**src/design/ptf_pkg.sv**
```systemverilog
// Shared constants and types of the polygon fan triangulator.
`default_nettype none
package ptf_pkg;

  localparam int MAX_FACE_DEF = 64;   // corners held per face
  localparam int FILL_W       = 7;    // holds a corner count up to 64
  localparam int VID_W        = 32;   // signed corner index on the input
  localparam int IDX_W        = 31;   // stored corner index, also the vertex limit
  localparam int CFG_IDX_W    = 1;
  localparam int QUEUE_DEPTH  = 2;    // one job per face bank

  localparam logic [CFG_IDX_W-1:0] CFG_WINDING = 1'd0;
  localparam logic [CFG_IDX_W-1:0] CFG_VCOUNT  = 1'd1;

  localparam logic STATUS_TRI    = 1'b0;
  localparam logic STATUS_REJECT = 1'b1;

  // Work handed from the front to the back for one finished face.
  typedef struct packed {
    logic              reject;
    logic              bank;
    logic [FILL_W-1:0] fill;
  } job_t;

  // Face store write, driven by the front.
  typedef struct packed {
    logic              en;
    logic [FILL_W-1:0] addr;
    logic [IDX_W-1:0]  data;
  } wr_t;

  // Back tells the front that a bank has been fully read.
  typedef struct packed {
    logic en;
    logic bank;
  } rel_t;

endpackage
`default_nettype wire

```
**src/design/ptf_ifs.sv**
```systemverilog
// Valid/ready channel interfaces for corner items and triangle items.
`default_nettype none
interface ptf_in_if;
  logic                          valid;
  logic                          ready;
  logic                          start_of_mesh;
  logic signed [ptf_pkg::VID_W-1:0] vertex_id;
  logic                          end_of_face;

  modport source (output valid, output start_of_mesh, output vertex_id,
                  output end_of_face, input ready);
  modport sink   (input valid, input start_of_mesh, input vertex_id,
                  input end_of_face, output ready);
endinterface

`default_nettype wire

```
**src/design/ptf_front.sv**
```systemverilog
// Front end: takes corner items, checks indices, fills a face bank, queues face jobs.
`default_nettype none
module ptf_front #(
  parameter int MAX_FACE = ptf_pkg::MAX_FACE_DEF
) (
  input  wire logic                      clk,
  input  wire logic                      rst_n,
  ptf_in_if.sink                         in_chan,
  input  wire logic [ptf_pkg::IDX_W-1:0] vcount_lim,
  output ptf_pkg::wr_t                   st_wr,
  output ptf_pkg::job_t                  job,
  output logic                           job_push,
  input  wire logic                      q_full,
  input  wire ptf_pkg::rel_t             rel
);

  localparam int AW = $clog2(MAX_FACE);
  localparam int FW = ptf_pkg::FILL_W;

  logic [FW-1:0] fill_r, fill_nxt;
  logic          bad_r, bad_nxt;
  logic          halted_r, halted_nxt;
  logic          bank_r, bank_nxt;
  logic [1:0]    busy_r, busy_nxt;

  logic          accept, live, eof, idx_ok, room;
  logic [FW-1:0] fill_e, fill_new;
  logic          bad_e, halt_e, bad_new;

  assign in_chan.ready = !q_full && !busy_r[bank_r];
  assign accept        = in_chan.valid && in_chan.ready;

  // start of mesh clears the face and the halt before this corner counts
  assign fill_e = in_chan.start_of_mesh ? '0 : fill_r;
  assign bad_e  = in_chan.start_of_mesh ? 1'b0 : bad_r;
  assign halt_e = in_chan.start_of_mesh ? 1'b0 : halted_r;

  assign idx_ok   = !in_chan.vertex_id[ptf_pkg::VID_W-1] &&
                    (in_chan.vertex_id[ptf_pkg::IDX_W-1:0] < vcount_lim);
  assign room     = fill_e < FW'(MAX_FACE);
  assign live     = accept && !halt_e;
  assign fill_new = room ? fill_e + FW'(1) : fill_e;
  assign bad_new  = bad_e || !idx_ok || !room;
  assign eof      = live && in_chan.end_of_face;

  always_comb begin
    st_wr.en   = live && room;
    st_wr.addr = FW'({bank_r, fill_e[AW-1:0]});
    st_wr.data = in_chan.vertex_id[ptf_pkg::IDX_W-1:0];
    job.reject = bad_new;
    job.bank   = bank_r;
    job.fill   = fill_new;
    job_push   = eof && (bad_new || fill_new >= FW'(3));
  end

  always_comb begin
    fill_nxt   = fill_r;
    bad_nxt    = bad_r;
    halted_nxt = halted_r;
    bank_nxt   = bank_r;
    busy_nxt   = busy_r;
    if (rel.en) begin
      busy_nxt[rel.bank] = 1'b0;
    end
    if (accept) begin
      halted_nxt = halt_e;
      fill_nxt   = fill_e;
      bad_nxt    = bad_e;
      if (live) begin
        fill_nxt = eof ? '0 : fill_new;
        bad_nxt  = eof ? 1'b0 : bad_new;
        if (eof && bad_new) begin
          halted_nxt = 1'b1;
        end
        if (job_push && !bad_new) begin
          busy_nxt[bank_r] = 1'b1;
          bank_nxt         = !bank_r;
        end
      end
    end
  end

  always_ff @(posedge clk) begin
    if (!rst_n) begin
      fill_r   <= '0;
      bad_r    <= 1'b0;
      halted_r <= 1'b0;
      bank_r   <= 1'b0;
      busy_r   <= '0;
    end else begin
      fill_r   <= fill_nxt;
      bad_r    <= bad_nxt;
      halted_r <= halted_nxt;
      bank_r   <= bank_nxt;
      busy_r   <= busy_nxt;
    end
  end

endmodule
`default_nettype wire

```
**src/flat_wrapper.sv**
```systemverilog
// flat-port wrapper written by rule: the top's interface ports become plain ports
module ptf_front_flat 
#(
  parameter int MAX_FACE = ptf_pkg::MAX_FACE_DEF
)
  (clk, rst_n, vcount_lim, st_wr, job, job_push, q_full, rel, in_chan_valid, in_chan_start_of_mesh, in_chan_vertex_id, in_chan_end_of_face, in_chan_ready);
  ptf_in_if in_chan_i ();
  input  wire logic clk;
  input  wire logic rst_n;
  input  wire logic [ptf_pkg::IDX_W-1:0] vcount_lim;
  output ptf_pkg::wr_t st_wr;
  output ptf_pkg::job_t job;
  output logic job_push;
  input  wire logic q_full;
  input  wire ptf_pkg::rel_t rel;
  input wire logic [$bits(in_chan_i.valid)-1:0] in_chan_valid;
  input wire logic [$bits(in_chan_i.start_of_mesh)-1:0] in_chan_start_of_mesh;
  input wire logic [$bits(in_chan_i.vertex_id)-1:0] in_chan_vertex_id;
  input wire logic [$bits(in_chan_i.end_of_face)-1:0] in_chan_end_of_face;
  output wire logic [$bits(in_chan_i.ready)-1:0] in_chan_ready;
  assign in_chan_i.valid = in_chan_valid;
  assign in_chan_i.start_of_mesh = in_chan_start_of_mesh;
  assign in_chan_i.vertex_id = in_chan_vertex_id;
  assign in_chan_i.end_of_face = in_chan_end_of_face;
  assign in_chan_ready = in_chan_i.ready;
  ptf_front #(.MAX_FACE(MAX_FACE)) u_core (.clk(clk), .rst_n(rst_n), .in_chan(in_chan_i), .vcount_lim(vcount_lim), .st_wr(st_wr), .job(job), .job_push(job_push), .q_full(q_full), .rel(rel));
endmodule
```
**config.mk**
```make
export PLATFORM = sky130hd
export DESIGN_NAME = ptf_front_flat
export DESIGN_NICKNAME = d
export VERILOG_FILES = /design/src/design/ptf_pkg.sv /design/src/design/ptf_ifs.sv /design/src/design/ptf_front.sv /design/src/flat_wrapper.sv
export SDC_FILE = /design/constraint.sdc
export NUM_CORES = 1
export LEC_CHECK = 0
export BUFFER_PORTS_ARGS = -buffer_cell sky130_fd_sc_hd__buf_2
export CORE_UTILIZATION = 30
export DETAILED_ROUTE_END_ITERATION = 7
export GPL_TIMING_DRIVEN = 0
export SLEW_MARGIN = 20
export SYNTH_ARGS = -nofsm -noshare
export SYNTH_HDL_FRONTEND = slang
export SYNTH_SLANG_ARGS = --single-unit
```
**constraint.sdc**
```tcl
create_clock -name clk -period 4.4 [get_ports clk]
set_clock_uncertainty 0.2 [all_clocks]
set_input_delay 0.22 -clock clk [delete_from_list [all_inputs] [get_ports clk]]
set_output_delay 0.22 -clock clk [all_outputs]
set_load 0.01 [all_outputs]
```
======== Word-level counts from Yosys, hierarchy flattened ========
Cells that the tools add are included.
cells by class
  $add $sub $neg .......................... 1
  order comparisons ....................... 7
  mux-type cells .......................... 20
  bitwise operators ....................... 3
  reductions and logical operators ........ 23
operator list
  cell                 count
  $lt 31x31->1         1
  $mux 7               4
  $logic_and 1x1->1    11
  $mux 1               10
  $logic_not 1->1      8
  $mux 2               4
  $add 7x1->7 const B  1
  $ge 7x2->1 const B   1
  $lt 7x7->1 const B   1
  $lt 1x2->1 const B   2
  $logic_or 1x1->1     3
  $reduce_and 3->1     1
  $and 2x2->2          1
  $demux 1 s1          2
  $ge 1x1->1 const B   2
  $not 2->2            1
  $or 2x2->2           1
word-level totals
  flip-flop bits (word level) ............. 12
  bits of input ports ..................... 71
  output and inout port bits .............. 50

======== Depth between registers and ports, before layout ========
  depth after elaboration ................. 12
  mapped depth ............................ 10

======== Worst setup path before layout ========
OpenSTA, ideal clock, no wires.
  path kind ............................... register to register
  start point ............................. register u_core.fill_r[0]
  end point ............................... register u_core.busy_r[0]
  arrival ................................. 2.120 ns
  data required time ...................... 4.116 ns
  slack ................................... 1.996 ns
  stages on the path, launching flop included .. 9
  path buffers ............................ 0
  clock period less this slack ............ 2.404 ns
  path through ............................ dfxtp_1 -> nor2b_1 -> ha_1 -> nand4b_1 -> xor2_1 -> nor2_1 -> nor4_1 -> or4_4 -> o31ai_2
RTL lines
  what                    line             text
  from (decl)             ptf_front.sv:20  logic [FW-1:0] fill_r, fill_nxt;
  from (signal assigned)  ptf_front.sv:91  fill_r <= fill_nxt;
  to (signal assigned)    ptf_front.sv:95  busy_r <= busy_nxt;
  to (decl)               ptf_front.sv:24  logic [1:0] busy_r, busy_nxt;

======== Worst setup path in the final report ========
  start point ............................. register u_core.fill_r[0]
  end point ............................... output job_push
between the ends
  word-level cells in the longest chain between the ends .. 6
  elaborated cells on any way between the ends .. 9
  classes of those cells .................. add/sub (1); order compare (2); mux (2); reduce/logical (4)
RTL lines
  what                                                   line                              text
  $mux 7 (*)                                             ptf_front.sv:34                   assign fill_e = in_chan.start_of_mesh ? '0 : fill_r;
  $add 7x1->7 / $lt 7x7->1 (equally long branches)       ptf_front.sv:42, ptf_front.sv:40
  $mux 7 / $logic_not 1->1 (equally long branches)       ptf_front.sv:42, ptf_front.sv:43
  $ge 7x2->1 / $logic_or 1x1->1 (equally long branches)  ptf_front.sv:53, ptf_front.sv:43
  $logic_or 1x1->1 (*)                                   ptf_front.sv:53                   job_push = eof && (bad_new || fill_new >= FW'(3));
  $logic_and 1x1->1 (*)                                  ptf_front.sv:53
  to (decl)                                              flat_wrapper.sv:13                output logic job_push;
Every way passes the cells marked *; elsewhere a longest branch is shown, timed or not.

==> reports/metrics.yaml <==
outcome: "complete, no violations"
synth_cell_types: 40
drt-pass1-iter-count: 4
ys_seq_elements: 12
synth_top_cell_area_share_pct: 21.80
worstPathMaxFanout: 7
synth_area_sq_um: 1779
synth_top_family_by_area: "buffers and inverters"
fin_nets: 468
root_buffer: "clkbuf_8"
wl_mm: 4.605
clock_latency_ps: 240
syn2layout_area_growth_pct: 41.91
grt_pass1_wl_mm: 7.079
synth_compound_area_share_pct: 16.10
gp_congestion: 0.8589
h-tree-depth: 1
hold_viol: 0
synth_xor_area_share_pct: 2.391
worst_slew_pin_slew_ps: 451.8
final-max-slew-violation-count: 0
route.detailed.drc: 0
critical_path.cell_chain: "nor2b_1 > ha_1 > inv_1 > o21ai_0 > o311a_1 > nand4_1 > nor4_1 > a211oi_1 > buf_2"
drtIter0Drc: 23
yosys-top-cells-area: "ha_1, buf_4, dfxtp_1"
p_sw_share_pct: 31.24
grt_max_degree: 11
period_share_pct: 62.11
diodes: 0
setup_tns_ps: 0
hold_start: "rst_n"
r2r-start: "u_core.fill_r[0]"
ir_worst_vdd_mv: 0.1252
yosys.area_share.adder_pct: 21.80
ys_warn_count: 0
internal-power_mw: 0.2733
slew_headroom_pct: 69.49
die-area_sq_um: 6243
dr_total_vias: 1990
netlist_instances: 241
synth_mux_area_share_pct: 1.195
die_x_um: 79.01
hold_path.class: "in2reg"
end_kind: "primary output"
cpLargestDelayFamily: "simple AND/OR/NAND/NOR gates"
syn_nets: 343
place_inst: 433
fp.dieH_um: 79.01
numCtsBuffers: 3
avgSynthCellArea_sq_um: 7.383
cp_slowest_cell: "dfxtp_1"
cts_resized: 0
portBuffers: 120
p_per_area_nw_per_um2: 157.4
worstSetupPathType: "reg2out"
ios: 121
clock_path_buffers: 2
grt_remaining_overflow: 0
timing.reg2reg.setup_slack_ps: 1980
finalCriticalPeriod_ps: 2733
startpoint_type: "flop"
clkTransAtPathRegs_ps: 60
p_clk_share_pct: 31.2
viasPerCell: 4.554
wl_per_cell_um: 10.54
p_sw_mw: 0.1242
synthSimpleGateAreaFrac_pct: 22.01
path_buf_inv: 2
rsz0062_at_grt: "false"
timing.rr.end: "u_core.bank_r"
final_cells: 437
cts_hold_buffers: 0
synth_top_area_cell: "ha_1"
cts.sinks: 12
initial_core_util_pct: 31.73
cap_violations: 0
pwr-share-seq_pct: 28.1
row_count: 27
setup_viol: 0
max_freq_mhz: 365.9
combPwrFrac_pct: 40.7
power_mw: 0.3974
layout-drive-gt1-share_pct: 45.48
cts_tree: "built"
arrival_ps: 2310
r2r_cells: 9
whs_endpoint: "u_core.fill_r[4]"
cp_data_required_time_ps: 3980
utilization_pct: 45.02
ant_nets: 0
antenna_found_initial: 0
critPathMaxStageDelay_ps: 440
core_sq_um: 5608
ys_seq_area_share_pct: 13.50
grt_use_total_pct: 13.90
dp_hpwl_mm: 4.009
holdWs_ps: 38.80
cellLeakagePower_nw: 1.472
grt_pass1_vias: 1672
post_cts_buffers: 0
worstHoldPathCells: 2
==> Yosys cell counts, drive strengths merged <==
| cell type | number |
|---|---|
| o311a | 1 |
| xor2 | 4 |
| nand2 | 17 |
| o41ai | 1 |
| ha | 31 |
| nand4b | 2 |
| o221a | 1 |
| nor3 | 2 |
| and4 | 1 |
| nand3 | 3 |
| mux2i | 1 |
| a221oi | 1 |
| a31oi | 1 |
| a41oi | 2 |
| nor2 | 10 |
| buf | 34 |
| and3 | 1 |
| o31ai | 2 |
| nand2b | 3 |
| or4 | 1 |
| nor2b | 17 |
| inv | 37 |
| o21ai | 12 |
| and4b | 1 |
| o211ai | 2 |
| a211oi | 2 |
| and2 | 4 |
| dfxtp | 12 |
| nor3b | 1 |
| clkbuf | 4 |
| a21oi | 22 |
| nor4 | 4 |
| nand4 | 3 |
| mux2 | 1 |
==> cell type report <==
| type | count | area, sq um |
|---|---|---|
| multi-input combinational | 154 | 1130 |
| buffer | 38 | 270.3 |
| inverter | 37 | 138.9 |
| sequential | 12 | 240.2 |
| clock buffer | 4 | 55.05 |
| timing repair buffer | 120 | 600.6 |
| fill | 606 | 3083 |
| tap | 72 | 90.09 |
==> power by group through the flow <==
stage          Clock [mW]  Sequential (mW)  Combinational [mW]
6_report            0.124            0.112               0.162
2_1_floorplan           0            0.114              0.0939
3_5_place_dp            0            0.114               0.164
3_3_place_gp            0            0.114               0.161
5_1_grt             0.130            0.112               0.184
4_1_cts             0.124            0.112               0.165
==> per-stage QoR <==
stage                     area (sq um)  setup slack, ps
after floorplan                   1779             1996
after global placement            2470             1670
after detailed placement          2470             1701
after CTS                         2525             1664
after global routing              2525             1382
final                             2525             1667
==> sequential cells by signal, indices dropped and copies added, names as in the netlist <==
register	cells
u_core.fill_r	7
u_core.bad_r	1
u_core.halted_r	1
u_core.bank_r	1
u_core.busy_r	2
==> cells in the final DEF, fill, tap and decap left out, types with 2 or more instances in the layout <==
master and count:
a211oi_1 2, a21oi_1 21, a41oi_1 2, and2_1 3, buf_2 120, buf_4 34, clkbuf_1 4, clkbuf_8 4
dfxtp_1 12, ha_1 31, inv_1 37, nand2_1 16, nand2b_1 3, nand3_1 3, nand4_1 3, nand4b_1 2
nor2_1 10, nor2b_1 16, nor3_1 2, nor4_1 4, o211ai_1 2, o21ai_0 12, xor2_1 3
==> worst register-to-register path: stages (launching register included) <==
cell and delay, ps:
dfxtp_1 440, nor2b_1 200, ha_1 240, inv_1 70, o21ai_0 150, o311a_1 230
nand4_1 120, nor4_1 330, or4_4 220, mux2i_1 160
==> kinds of logic (layout without fill, tap and decap cells) <==
group	Yosys count	after routing
xor+xnor	4	4
buf+inv	75	199
compound gates	47	47
fa+ha+maj	31	31
mux	2	2
simple gates	70	70
flops	12	12
==> per-layer routing <==
metal / GRT usage [%] / part of all wire [%] / vias up
met1: 17.42 / 43 / 868
met2: 25.26 / 47 / 87
li1: - / - / 1031
met3: 1.494 / 8.8 / 4
met4: 3.091 / 0.43 / 0
met5: 0 / 0 / -
==> how the worst max path moves through the flow <==
| stage | start | to | slack (ps) | cells past startpoint |
|---|---|---|---|---|
| finish | u_core.fill_r[0] | job_push | 1670 | 9 |
| global route | u_core.fill_r[0] | job_push | 1380 | 9 |
| CTS | u_core.fill_r[0] | job_push | 1660 | 9 |
| detailed placement | in_chan_vertex_id[16] | u_core.busy_r[0] | 1700 | 10 |
| global placement | in_chan_start_of_mesh | job_push | 1670 | 9 |
| floorplan | u_core.fill_r[0] | u_core.busy_r[0] | 2000 | 8 |
No activity file was read; power rests on OpenSTA's default activity.
