`src/design/ptf_pkg.sv`:
```
// Shared constants and types of the polygon fan triangulator.
`default_nettype none
package ptf_pkg;

  localparam int MAX_FACE_DEF = 64;   // corners held per face
  localparam int FILL_W       = 7;    // holds a corner count up to 64
  localparam int VID_W        = 32;   // signed corner index on the input
  localparam int IDX_W        = 31;   // stored corner index, also the vertex limit
  localparam int CFG_IDX_W    = 1;
  localparam int QUEUE_DEPTH  = 2;    // one job per face bank

  localparam logic [CFG_IDX_W-1:0] CFG_WINDING = 1'd0;
  localparam logic [CFG_IDX_W-1:0] CFG_VCOUNT  = 1'd1;

  localparam logic STATUS_TRI    = 1'b0;
  localparam logic STATUS_REJECT = 1'b1;

  // Work handed from the front to the back for one finished face.
  typedef struct packed {
    logic              reject;
    logic              bank;
    logic [FILL_W-1:0] fill;
  } job_t;

  // Face store write, driven by the front.
  typedef struct packed {
    logic              en;
    logic [FILL_W-1:0] addr;
    logic [IDX_W-1:0]  data;
  } wr_t;

  // Back tells the front that a bank has been fully read.
  typedef struct packed {
    logic en;
    logic bank;
  } rel_t;

endpackage
`default_nettype wire

```
`src/design/ptf_queue.sv`:
```
// Two-entry job queue between front and back.
`default_nettype none
module ptf_queue (
  input  wire logic    clk,
  input  wire logic    rst_n,
  input  wire logic    push,
  input  wire ptf_pkg::job_t din,
  input  wire logic    pop,
  output ptf_pkg::job_t head,
  output logic         empty,
  output logic         full
);

  localparam int PW = $clog2(ptf_pkg::QUEUE_DEPTH);
  localparam int CW = $clog2(ptf_pkg::QUEUE_DEPTH + 1);

  ptf_pkg::job_t q_r [ptf_pkg::QUEUE_DEPTH];
  logic [PW-1:0] wp_r, rp_r;
  logic [CW-1:0] cnt_r;

  assign head  = q_r[rp_r];
  assign empty = cnt_r == '0;
  assign full  = cnt_r == CW'(ptf_pkg::QUEUE_DEPTH);

  always_ff @(posedge clk) begin
    if (push) begin
      q_r[wp_r] <= din;
    end
  end

  always_ff @(posedge clk) begin
    if (!rst_n) begin
      wp_r  <= '0;
      rp_r  <= '0;
      cnt_r <= '0;
    end else begin
      if (push) begin
        wp_r <= wp_r + PW'(1);
      end
      if (pop) begin
        rp_r <= rp_r + PW'(1);
      end
      unique case ({push, pop})
        2'b10:   cnt_r <= cnt_r + CW'(1);
        2'b01:   cnt_r <= cnt_r - CW'(1);
        default: cnt_r <= cnt_r;
      endcase
    end
  end

endmodule
`default_nettype wire

```
`config.mk`:
```
export PLATFORM = sky130hd
export DESIGN_NAME = ptf_queue
export DESIGN_NICKNAME = d
export VERILOG_FILES = /design/src/design/ptf_pkg.sv /design/src/design/ptf_queue.sv
export SDC_FILE = /design/constraint.sdc
export NUM_CORES = 1
export LEC_CHECK = 0
export ABC_AREA = 1
export BUFFER_PORTS_ARGS = -buffer_cell sky130_fd_sc_hd__buf_2
export CORE_MARGIN = 2
export CORE_UTILIZATION = 25
export CTS_BUF_LIST = sky130_fd_sc_hd__clkbuf_16
export DETAILED_ROUTE_END_ITERATION = 8
export PLACE_DENSITY_LB_ADDON = 0.3
export SETUP_SLACK_MARGIN = 0.4
export SLEW_MARGIN = 15
export SYNTH_ARGS = -nofsm -noshare
export SYNTH_HDL_FRONTEND = slang
export SYNTH_SLANG_ARGS = --single-unit
```
`constraint.sdc`:
```
create_clock -name clk -period 1.35 [get_ports clk]
set_input_delay 0 -clock clk [delete_from_list [all_inputs] [get_ports clk]]
set_output_delay 0 -clock clk [all_outputs]
set_load 0.02 [all_outputs]
```
Word level (Yosys, flattened, before mapping)
Memories as Yosys holds them, arrays and structs flattened. A register that Yosys moved wholly into a read port is not among the register bits.
Cells that the tools add are included.
- register bits: 4
- latch bits: 0
- memory bits (writable): 18
- bits in read-only memories: 0
- input port bits: 13
- output and inout bits: 11
- logic and storage cells: 18
- memories: 1
- memories (memory ; words ; width ; read ports ; clocked after memory_dff ; write ports ; RTL line ; source):
    q_r ; 2 ; 9 ; 1 ; 1 ; 1 ; ptf_queue.sv:17 ; ptf_pkg::job_t q_r [ptf_pkg::QUEUE_DEPTH];
- add/subtract/negate cells: 4
- $mul: 0
- div/mod/pow operators: 0
- $lt $le $gt $ge: 0
- eq/ne operators: 3
- shifts and indexed selects: 0
- multiplexer cells: 5
- bitwise operators: 0
- reduce and logical (&&, ||, !) cells: 2
- operators with widths (operator ; number):
    == test 2 bit, second input constant ; 2
    2-to-1 mux 1 bit ; 4
    one-hot mux 2 bit (2 select lines) ; 1
    adder 1 bit, second input constant ; 2
    adder 2 x 1 -> 2 bit, second input constant ; 1
    == test 2 x 1 -> 1 bit, second input constant ; 1
    zero test 2 bit ; 1
    nonzero test 2 bit ; 1
    subtractor 2 x 1 -> 2 bit, second input constant ; 1

Depth between registers and ports, before layout
Gate-level depths: netlist (run 1).
- depth in word-level cells: 3
- depth in mapped cells: 7

Least setup slack after synthesis (run 1)
No wires, ideal clock.
- path kind: flip-flop to flip-flop
- from: reg wp_r
- to: mem q_r[0][0] (netlist bit), enable pin
- library setup time: 0.374 ns
- arrival: 0.729 ns
- required time: 0.976 ns
- path slack: 0.247 ns
- cell stages (with the launch flop): 2
- path buffers: 0
- period minus slack after synthesis: 1.103 ns
- cells stage by stage: dfxtp_1 > nor2_1
- RTL lines (what ; RTL line ; source):
    start: declaration ; ptf_queue.sv:18 ; logic [PW-1:0] wp_r, rp_r;
    start signal: assignment ; ptf_queue.sv:38 ; wp_r <= wp_r + PW'(1);
    end: declaration ; ptf_queue.sv:17 ;
Straight into the memory's write port.

==> reports/results.ini, run 1 <==
[run_status]
status = complete, no violations

[flow_run]
cap_violations = 0

[worst_hold_path]
holdCritStartpoint = pop
min_path_cells = 3
hp-class = input pin to flop

[synthesis]
synth_fp_nets = 77
synthesis.area_um2 = 913.4
syn_inst = 63
avgSynthCellArea_um2 = 14.50
synth_seq_cells = 23
ys_types = 11
yosys_warnings = 0
ys_seq_area_frac = 0.7014

[sta]
post-route-min-period_ns = 1.184
tightest_slew_ns = 0.1400
fin_skew_ns = 0.002985
finalSetupTns_ns = 0
hold_viol = 0
rsz0062_at_grt = yes
timing.slew.headroom = 0.9057
max_freq_mhz = 844.8
fin_hold_ws_ns = 0.01245
finalCritPeriodShare = 0.8768
final_max_slew_viol_count = 0
setup_ws_ns = 0.1663
finalSetupViolations = 0

[die]
ioPinCount = 24
core_area_um2 = 3416
fp.dieH_um = 64.45
die_w_um = 64.45
dieArea_um2 = 4153
fp-row-count = 21
initial_core_util = 0.2674

[setup_path]
crit_path_end_kind = primary output
reg2regPathDepth = 2
r2r_start = wp_r
r2r-end = q_r[0][0]
rrSetupSlack_ns = 0.45
worstPathArrival_ns = 1.18
cp-start-kind = flop
worstSetupPathType = flop to primary output
cp_max_fo = 5
cp.required_ns = 1.35

[detailed_routing]
drc_errors = 0
totalWireLength_um = 1579
routedWlPerCell_um = 10.60
drt_iter0_markers = 10
dr.pass1.iters = 2
vias_per_cell = 3.926
drt.antenna.violating_nets = 0
num_vias = 585

[global_routing]
grt-ovfl-total = 0
grt_max_degree = 14
grt_pass1_vias = 597
antenna_found_initial = 0
grt_first_pass_wirelength_um = 2594
grt_usage = 0.08568

[clock_network]
clock_latency_ns = 0.25
cts_tree = done
cts_made_buffers = 3
cts.path.max_buffers = 2
cts_sinks = 23
clock-root-buffer = clkbuf_16
htree_num_levels = 1
clk_pin_slew_ns = 0.06

[placed_design]
pre_cts_ws_ns = 0.2608
dp_hpwl_um = 1088
dpl_cell_area_um2 = 1092
place_inst = 133
gp_congestion = 0.6575
io_buffers = 23

[pwr]
power_mw = 1.738
powerDensity_nw_per_um2 = 1276
power.leakage_nw = 0.5671
peakVddDrop_uv = 440.3

[layout]
final_util = 0.3989
nFillCells = 341
finalNonFillerCells = 149
multi_input_area_um2 = 244.0
fin_area_um2 = 1363
nets = 118
n_antenna_cell = 0
drive_above_1_share = 0.4563
area_growth_pct = 49.18
ff_latch_area_um2 = 645.6

==> timing repair <==
item | 4_1_cts | 5_1_grt
gates resized for setup | 25 | 3
cloned | 2 | 0
hold buffers | 9 | 1
setup buffers | 0 | 0
endpoints found under the setup margin | 18 | 25
hold endpoints to repair | 18 | 1
==> sequential cells by signal, summed over array words and instances, names as in the netlist, named ones only <==
register and cells:
q_r 18, rp_r 1, wp_r 1, cnt_r 2
==> worst max-delay path by stage <==
stage / slack, ns / endpoint / cells past startpoint
after global placement: 0.32 / q_r[1][8] / 2
final: 0.17 / head[5] / 3
after global routing: 0.12 / head[5] / 3
after floorplan: 0.40 / q_r[0][0] / 1
after CTS: 0.15 / head[5] / 3
after detailed placement: 0.26 / q_r[1][0] / 2
==> cell families (layout without fill, tap and decap cells) <==
logic type / after synthesis / after routing / share of synthesized area
and+or+nand+nor: 21 / 21 / 0.08904
adders and majority gates: 1 / 1 / 0.01370
DFF: 23 / 23 / 0.7014
muxes: 9 / 9 / 0.1479
buffers and inverters: 7 / 47 / 0.03698
AOI/OAI and AO/OA: 2 / 2 / 0.01095
==> layout by cell type, fill, tap and decap left out, types with 2 or more instances in the layout <==
| cell | n |
|---|---|
| edfxtp_1 | 18 |
| buf_2 | 14 |
| nor2_1 | 11 |
| buf_6 | 11 |
| dlygate4sd3_1 | 10 |
| mux2_4 | 9 |
| nand2_1 | 7 |
| inv_1 | 5 |
| dfxtp_2 | 4 |
| clkbuf_16 | 3 |
| clkinvlp_4 | 2 |
==> where the power goes <==
part / leakage [nW] / total [mW] / internal [mW] / switching (mW)
clock: 0.0409 / 0.628 / 0.398 / 0.231
sequential: 0.212 / 0.833 / 0.812 / 0.0208
combinational: 0.315 / 0.277 / 0.148 / 0.128
==> final cells by class <==
class                   instances  share of cell area
well taps                      46             0.04224
clock inverters                 1            0.003673
repair inverters                1            0.005510
clock buffers                   3             0.05510
repair buffers                 36              0.2213
multi-input cells              33              0.1791
flip-flops and latches         23              0.4738
inverters                       6             0.01928
==> worst max-delay path, stage by stage (launching register included) <==
cell     delay, ns
dfxtp_2       0.35
buf_6         0.14
mux2_4        0.31
buf_6         0.13
==> synthesized netlist by cell type (all sizes together) <==
master / n / area [µm²]
mux2: 9 / 135.1
nand4: 1 / 6.260
buf: 1 / 11.26
dfxtp: 5 / 100.1
a21oi: 1 / 5.000
inv: 6 / 22.52
nand2: 8 / 30.03
edfxtp: 18 / 540.5
ha: 1 / 12.51
o21ai: 1 / 5.000
nor2: 12 / 45.04
==> routing by layer <==
metal	track usage	part of all wire	vias to the layer above
met3	0.02778	0.058	2
met1	0.09513	0.44	269
li1	-	-	297
met2	0.1445	0.50	17
met4	0.04787	0.0082	0
met5	0	0	-
Power figures use the tool's default switching activity.
==> inputs of run 2 (changes only) <==
--- a/config.mk
+++ b/config.mk
@@ -12,7 +12,6 @@
 export CTS_BUF_LIST = sky130_fd_sc_hd__clkbuf_16
 export DETAILED_ROUTE_END_ITERATION = 8
 export PLACE_DENSITY_LB_ADDON = 0.3
-export SETUP_SLACK_MARGIN = 0.4
 export SLEW_MARGIN = 15
 export SYNTH_ARGS = -nofsm -noshare
 export SYNTH_HDL_FRONTEND = slang
==> reports/results.ini, run 2 (synthesis gave the netlist of run 1 again) <==
[pwr]
powerDensity_nw_per_um2 = 1321  ; +3.6%
power.leakage_nw = 0.5452  ; -3.9%
peakVddDrop_uv = 612.8  ; +39%
power_mw = 1.663  ; -4.3%

[sta]
hold_viol = 0  ; unchanged
final_max_slew_viol_count = 0  ; unchanged
tightest_slew_ns = 0.3523  ; +0.2123 ns
fin_skew_ns = 0.001068  ; -0.001917 ns
rsz0062_at_grt = no
finalCritPeriodShare = 0.9132  ; +0.03644
setup_ws_ns = 0.1171  ; -0.04920 ns
max_freq_mhz = 811.1  ; -4.0%
finalSetupViolations = 0  ; unchanged
finalSetupTns_ns = 0  ; unchanged
post-route-min-period_ns = 1.233  ; +0.04920 ns
timing.slew.headroom = 0.7649  ; -0.1408

[layout]
top_regs = q_r x18, cnt_r x2
finalNonFillerCells = 146  ; -2.0%
top_register = q_r
nets = 115  ; -2.5%
largest_register_ffs = 18  ; unchanged
drive_above_1_share = 0.3700  ; -0.08631
n_antenna_cell = 0  ; unchanged
nFillCells = 352  ; +3.2%
area_growth_pct = 37.81
layout_commonest_cell = buf_2
fin_area_um2 = 1259  ; -7.6%
layout_common_cells = buf_2, edfxtp_1, nor2_1

[clock_network]
clock_latency_ns = 0.25  ; about the same
cts_tree = done
cts.path.max_buffers = 2  ; unchanged
cts_setup_buffers = 0  ; unchanged
cts_made_buffers = 3  ; unchanged
htree_num_levels = 1  ; unchanged
clk_pin_slew_ns = 0.05  ; about the same
clock-root-buffer = clkbuf_16
cts_sinks = 23  ; unchanged

[placed_design]
gp_congestion = 0.6528  ; -0.71%
pre_cts_ws_ns = 0.3114  ; +0.05066 ns
dp_hpwl_um = 1067  ; -1.9%
dpl_cell_area_um2 = 1090  ; -0.23%
io_buffers = 23  ; unchanged
place_inst = 133  ; unchanged

[run_status]
status = complete, no violations

[detailed_routing]
drc_errors = 0  ; unchanged
drt_iter0_markers = 8  ; -2
dr.pass1.iters = 5  ; +3
routedWlPerCell_um = 9.932  ; -6.3%
vias_per_cell = 3.884  ; -1.1%
num_vias = 567  ; -3.1%
drt.antenna.violating_nets = 0  ; unchanged
totalWireLength_um = 1450  ; -8.2%

[global_routing]
grt_max_degree = 13  ; -1
grt_pass1_vias = 546  ; -8.5%
grt_first_pass_wirelength_um = 2366  ; -8.8%
grt_usage = 0.07712  ; -0.008560
grt-ovfl-total = 0  ; unchanged
antenna_found_initial = 0  ; unchanged

[die]
ioPinCount = 24  ; unchanged
die_w_um = 64.45  ; unchanged
initial_core_util = 0.2674  ; unchanged
dieArea_um2 = 4153  ; unchanged
fp-row-count = 21  ; unchanged
fp.dieH_um = 64.45  ; unchanged
core_area_um2 = 3416  ; unchanged

[setup_path]
cp_max_fo = 9  ; +4
cp-start-kind = flop
worstPathArrival_ns = 1.23  ; +0.05 ns
worstSetupPathType = flop to primary output
cp.required_ns = 1.35  ; about the same
reg2regPathDepth = 2  ; unchanged
crit_path_end_kind = primary output

[flow_run]
cap_violations = 0  ; unchanged

[worst_hold_path]
hp-class = input pin to flop
min_path_cells = 3  ; unchanged

[run 2: cell count changes in the layout (fill, tap and decap cells not counted)]
| cell | before | now |
|---|---|---|
| nand2_2 | 1 | 0 |
| buf_4 | 1 | 2 |
| nand2_1 | 7 | 8 |
| nor2_2 | 1 | 0 |
| clkinv_2 | 1 | 0 |
| buf_2 | 14 | 23 |
| clkinvlp_4 | 2 | 0 |
| dfxtp_1 | 1 | 5 |
| dlygate4sd3_1 | 10 | 9 |
| nor2_1 | 11 | 12 |
| inv_1 | 5 | 7 |
| dfxtp_2 | 4 | 0 |
| buf_6 | 11 | 0 |
[run 2: path summary, 6_finish.rpt]
check        start   endpoint  slack, ns
min          rst_n       wp_r       0.01
max           flop    head[7]       0.12
max reg2reg   wp_r  q_r[1][7]       0.31
min reg2reg   rp_r       flop       0.50
[run 2: metrics by stage]
step,hold slack (ns),util
after floorplan,0.09887,-
after global placement,0.1924,0.3190
after detailed placement,0.1974,0.3190
after CTS,0.001555,0.3685
after global routing,0.02720,0.3685
final,0.01037,0.3685
[run 2: critical path, stage by stage, from the launching register on]
cell	delay [ns]
dfxtp_1	0.30
buf_4	0.20
mux2_4	0.32
buf_2	0.16
[run 2: final cells by class]
type / count / area, µm² / share of cell area
Multi-Input combinational cell: 33 / 239.0 / 0.1899
Inverter: 6 / 22.52 / 0.01789
Clock inverter: 1 / 3.754 / 0.002982
Clock buffer: 3 / 75.07 / 0.05964
Tap cell: 46 / 57.56 / 0.04573
Timing Repair Buffer: 34 / 220.2 / 0.1749
Sequential cell: 23 / 640.6 / 0.5089
[run 2: layer usage]
| metal | up-vias | wire, µm | share of wire | global-route usage |
|---|---|---|---|---|
| met5 | - | 0 | 0 | 0 |
| met4 | 0 | 14 | 0.0097 | 0.03191 |
| met3 | 2 | 121 | 0.083 | 0.03472 |
| met2 | 22 | 700 | 0.48 | 0.1341 |
| met1 | 253 | 612 | 0.42 | 0.08066 |
| li1 | 290 | - | - | - |
[run 2: timing repair]
action | 4_1_cts | 5_1_grt
endpoints found under the hold margin | 18 | 0
resized for setup | 0 | 0
hold buffers | 9 | 0
[run 2: report_power, final]
part	switching, mW	total (mW)	internal [mW]
Sequential	0.0168	0.827	0.810
Clock	0.211	0.605	0.394
Combinational	0.119	0.230	0.111
==> inputs of run 3 (changes only) <==
--- a/config.mk
+++ b/config.mk
@@ -7,6 +7,7 @@
 export LEC_CHECK = 0
 export ABC_AREA = 1
 export BUFFER_PORTS_ARGS = -buffer_cell sky130_fd_sc_hd__buf_2
+export CORE_ASPECT_RATIO = 0.5
 export CORE_MARGIN = 2
 export CORE_UTILIZATION = 25
 export CTS_BUF_LIST = sky130_fd_sc_hd__clkbuf_16
==> reports/results.ini, run 3 (synthesis gave the netlist of run 1 again) <==
[run_status]
status = complete, no violations

[layout]
nFillCells = 348  ; -1.1%
fin_area_um2 = 1274  ; +1.2%
finalNonFillerCells = 152  ; +4.1%
largest_register_ffs = 18  ; unchanged
multi_input_area_um2 = 239.0  ; unchanged
n_antenna_cell = 0  ; unchanged
top_register = q_r
nets = 116  ; +0.87%
layout_commonest_cell = buf_2
top_regs = q_r x18, cnt_r x2
ff_latch_area_um2 = 640.6  ; unchanged
drive_above_1_share = 0.3861  ; +0.01614
layout_common_cells = buf_2, edfxtp_1, nor2_1
area_growth_pct = 39.45

[sta]
hold_viol = 0  ; unchanged
rsz0062_at_grt = no
finalSetupTns_ns = 0  ; unchanged
finalSetupViolations = 0  ; unchanged
setup_ws_ns = 0.1218  ; +0.004680 ns
fin_hold_ws_ns = 0.005765  ; -0.004604 ns
tightest_slew_ns = 0.3396  ; -0.01275 ns
finalCritPeriodShare = 0.9098  ; -0.003467
fin_skew_ns = 0.001593  ; +0.0005246 ns
post-route-min-period_ns = 1.228  ; -0.004680 ns
final_max_slew_viol_count = 0  ; unchanged
max_freq_mhz = 814.2  ; +0.38%
timing.slew.headroom = 0.7734  ; +0.008510

[clock_network]
cts_made_buffers = 3  ; unchanged
clock-root-buffer = clkbuf_16
cts_setup_buffers = 0  ; unchanged
clk_pin_slew_ns = 0.06  ; about the same
htree_num_levels = 1  ; unchanged
cts_tree = done
cts_sinks = 23  ; unchanged
clock_latency_ns = 0.25  ; about the same
hold_buffers = 9  ; unchanged
cts.path.max_buffers = 2  ; unchanged
cts_resized = 0  ; unchanged

[worst_hold_path]
hp-class = input pin to flop

[die]
fp-row-count = 15  ; -29%
dieArea_um2 = 4182  ; +0.70%
core_area_um2 = 3472  ; +1.6%
initial_core_util = 0.2631  ; -0.004336
fp.dieH_um = 46.74  ; -27%
ioPinCount = 24  ; unchanged
die_w_um = 89.48  ; +39%

[global_routing]
antenna_found_initial = 0  ; unchanged
grt_first_pass_wirelength_um = 2063  ; -13%
grt-ovfl-total = 0  ; unchanged
grt_usage = 0.07157  ; -0.005555
grt_max_degree = 14  ; +1
grt_pass1_vias = 521  ; -4.6%

[detailed_routing]
drt_iter0_markers = 12  ; +4
num_vias = 582  ; +2.6%
drt.antenna.violating_nets = 0  ; unchanged
drc_errors = 0  ; unchanged
routedWlPerCell_um = 9.342  ; -5.9%
dr.pass1.iters = 4  ; -1
totalWireLength_um = 1420  ; -2.1%
vias_per_cell = 3.829  ; -1.4%

[placed_design]
dpl_cell_area_um2 = 1104  ; +1.3%
pre_cts_ws_ns = 0.3359  ; +0.02452 ns
gp_congestion = 0.6659  ; +2.0%
dp_hpwl_um = 1046  ; -2.0%
io_buffers = 23  ; unchanged
place_inst = 139  ; +4.5%

[setup_path]
crit_end = head[2]
worstSetupPathType = flop to primary output
reg2regPathDepth = 2  ; unchanged
worstPathArrival_ns = 1.23  ; about the same
cp.required_ns = 1.35  ; about the same
cp-start-kind = flop
rrSetupSlack_ns = 0.34  ; +0.03 ns
cp_max_fo = 9  ; unchanged
r2r_start = wp_r
crit_path_end_kind = primary output
r2r-end = q_r[1][0]

[pwr]
p_sw_mw = 0.3518  ; +1.2%
p_comb_frac = 0.139  ; about the same
powerDensity_nw_per_um2 = 1313  ; -0.58%
swShare = 0.2103  ; +0.001271
peakVddDrop_uv = 425.7  ; -31%
p_clk_frac = 0.367  ; +0.003
internal_power_mw = 1.321  ; +0.44%
p_seq_frac = 0.494  ; -0.003
power.leakage_nw = 0.5487  ; +0.65%

[flow_run]
cap_violations = 0  ; unchanged

## run 3: cell types whose count changed in the layout (fill, tap and decap cells not counted), sizes merged
cell	delta
buf	+1
clkinv	+1
inv	-1
## run 3: final cells by class
class,instances,share of cell area
Timing Repair Buffer,35,0.1788
Clock inverter,1,0.003929
Clock buffer,3,0.05894
Sequential cell,23,0.5029
Multi-Input combinational cell,33,0.1876
Inverter,6,0.01768
Tap cell,51,0.05010
## run 3: through the flow
step                  util  total power, mW
floorplan                -           0.9844
CTS                 0.3668            1.696
finish              0.3668            1.673
detailed placement  0.3178            1.058
global route        0.3668            1.748
global placement    0.3178            1.054
## run 3: worst min path at each step
stage                       from         to  slack (ns)  cells past startpoint
after floorplan           din[0]  q_r[0][0]         0.1                      0
after global placement    din[3]  q_r[0][3]        0.19                      1
after detailed placement  din[3]  q_r[0][3]        0.19                      1
after CTS                  rst_n       wp_r       0.009                      3
after global routing       rst_n       wp_r        0.02                      3
final                       push       wp_r       0.006                      3
## run 3: power groups by stage
stage	Clock, mW	Sequential (mW)	Combinational, mW
after CTS	0.633	0.827	0.236
final	0.614	0.826	0.233
after global placement	0	0.841	0.213
after detailed placement	0	0.842	0.216
after global routing	0.663	0.830	0.255
after floorplan	0	0.838	0.146
## run 3: layer usage
layer  track usage  share of wire  up-vias
li1              -              -      293
met4       0.02687          0.013        0
met5             0              0        -
met3       0.03163          0.042        2
met2        0.1570           0.57       11
met1       0.05642           0.37      276
## run 3: critical path: stages (launching register included)
cell,delay (ns)
dfxtp_1,0.30
buf_4,0.21
mux2_4,0.31
buf_2,0.16
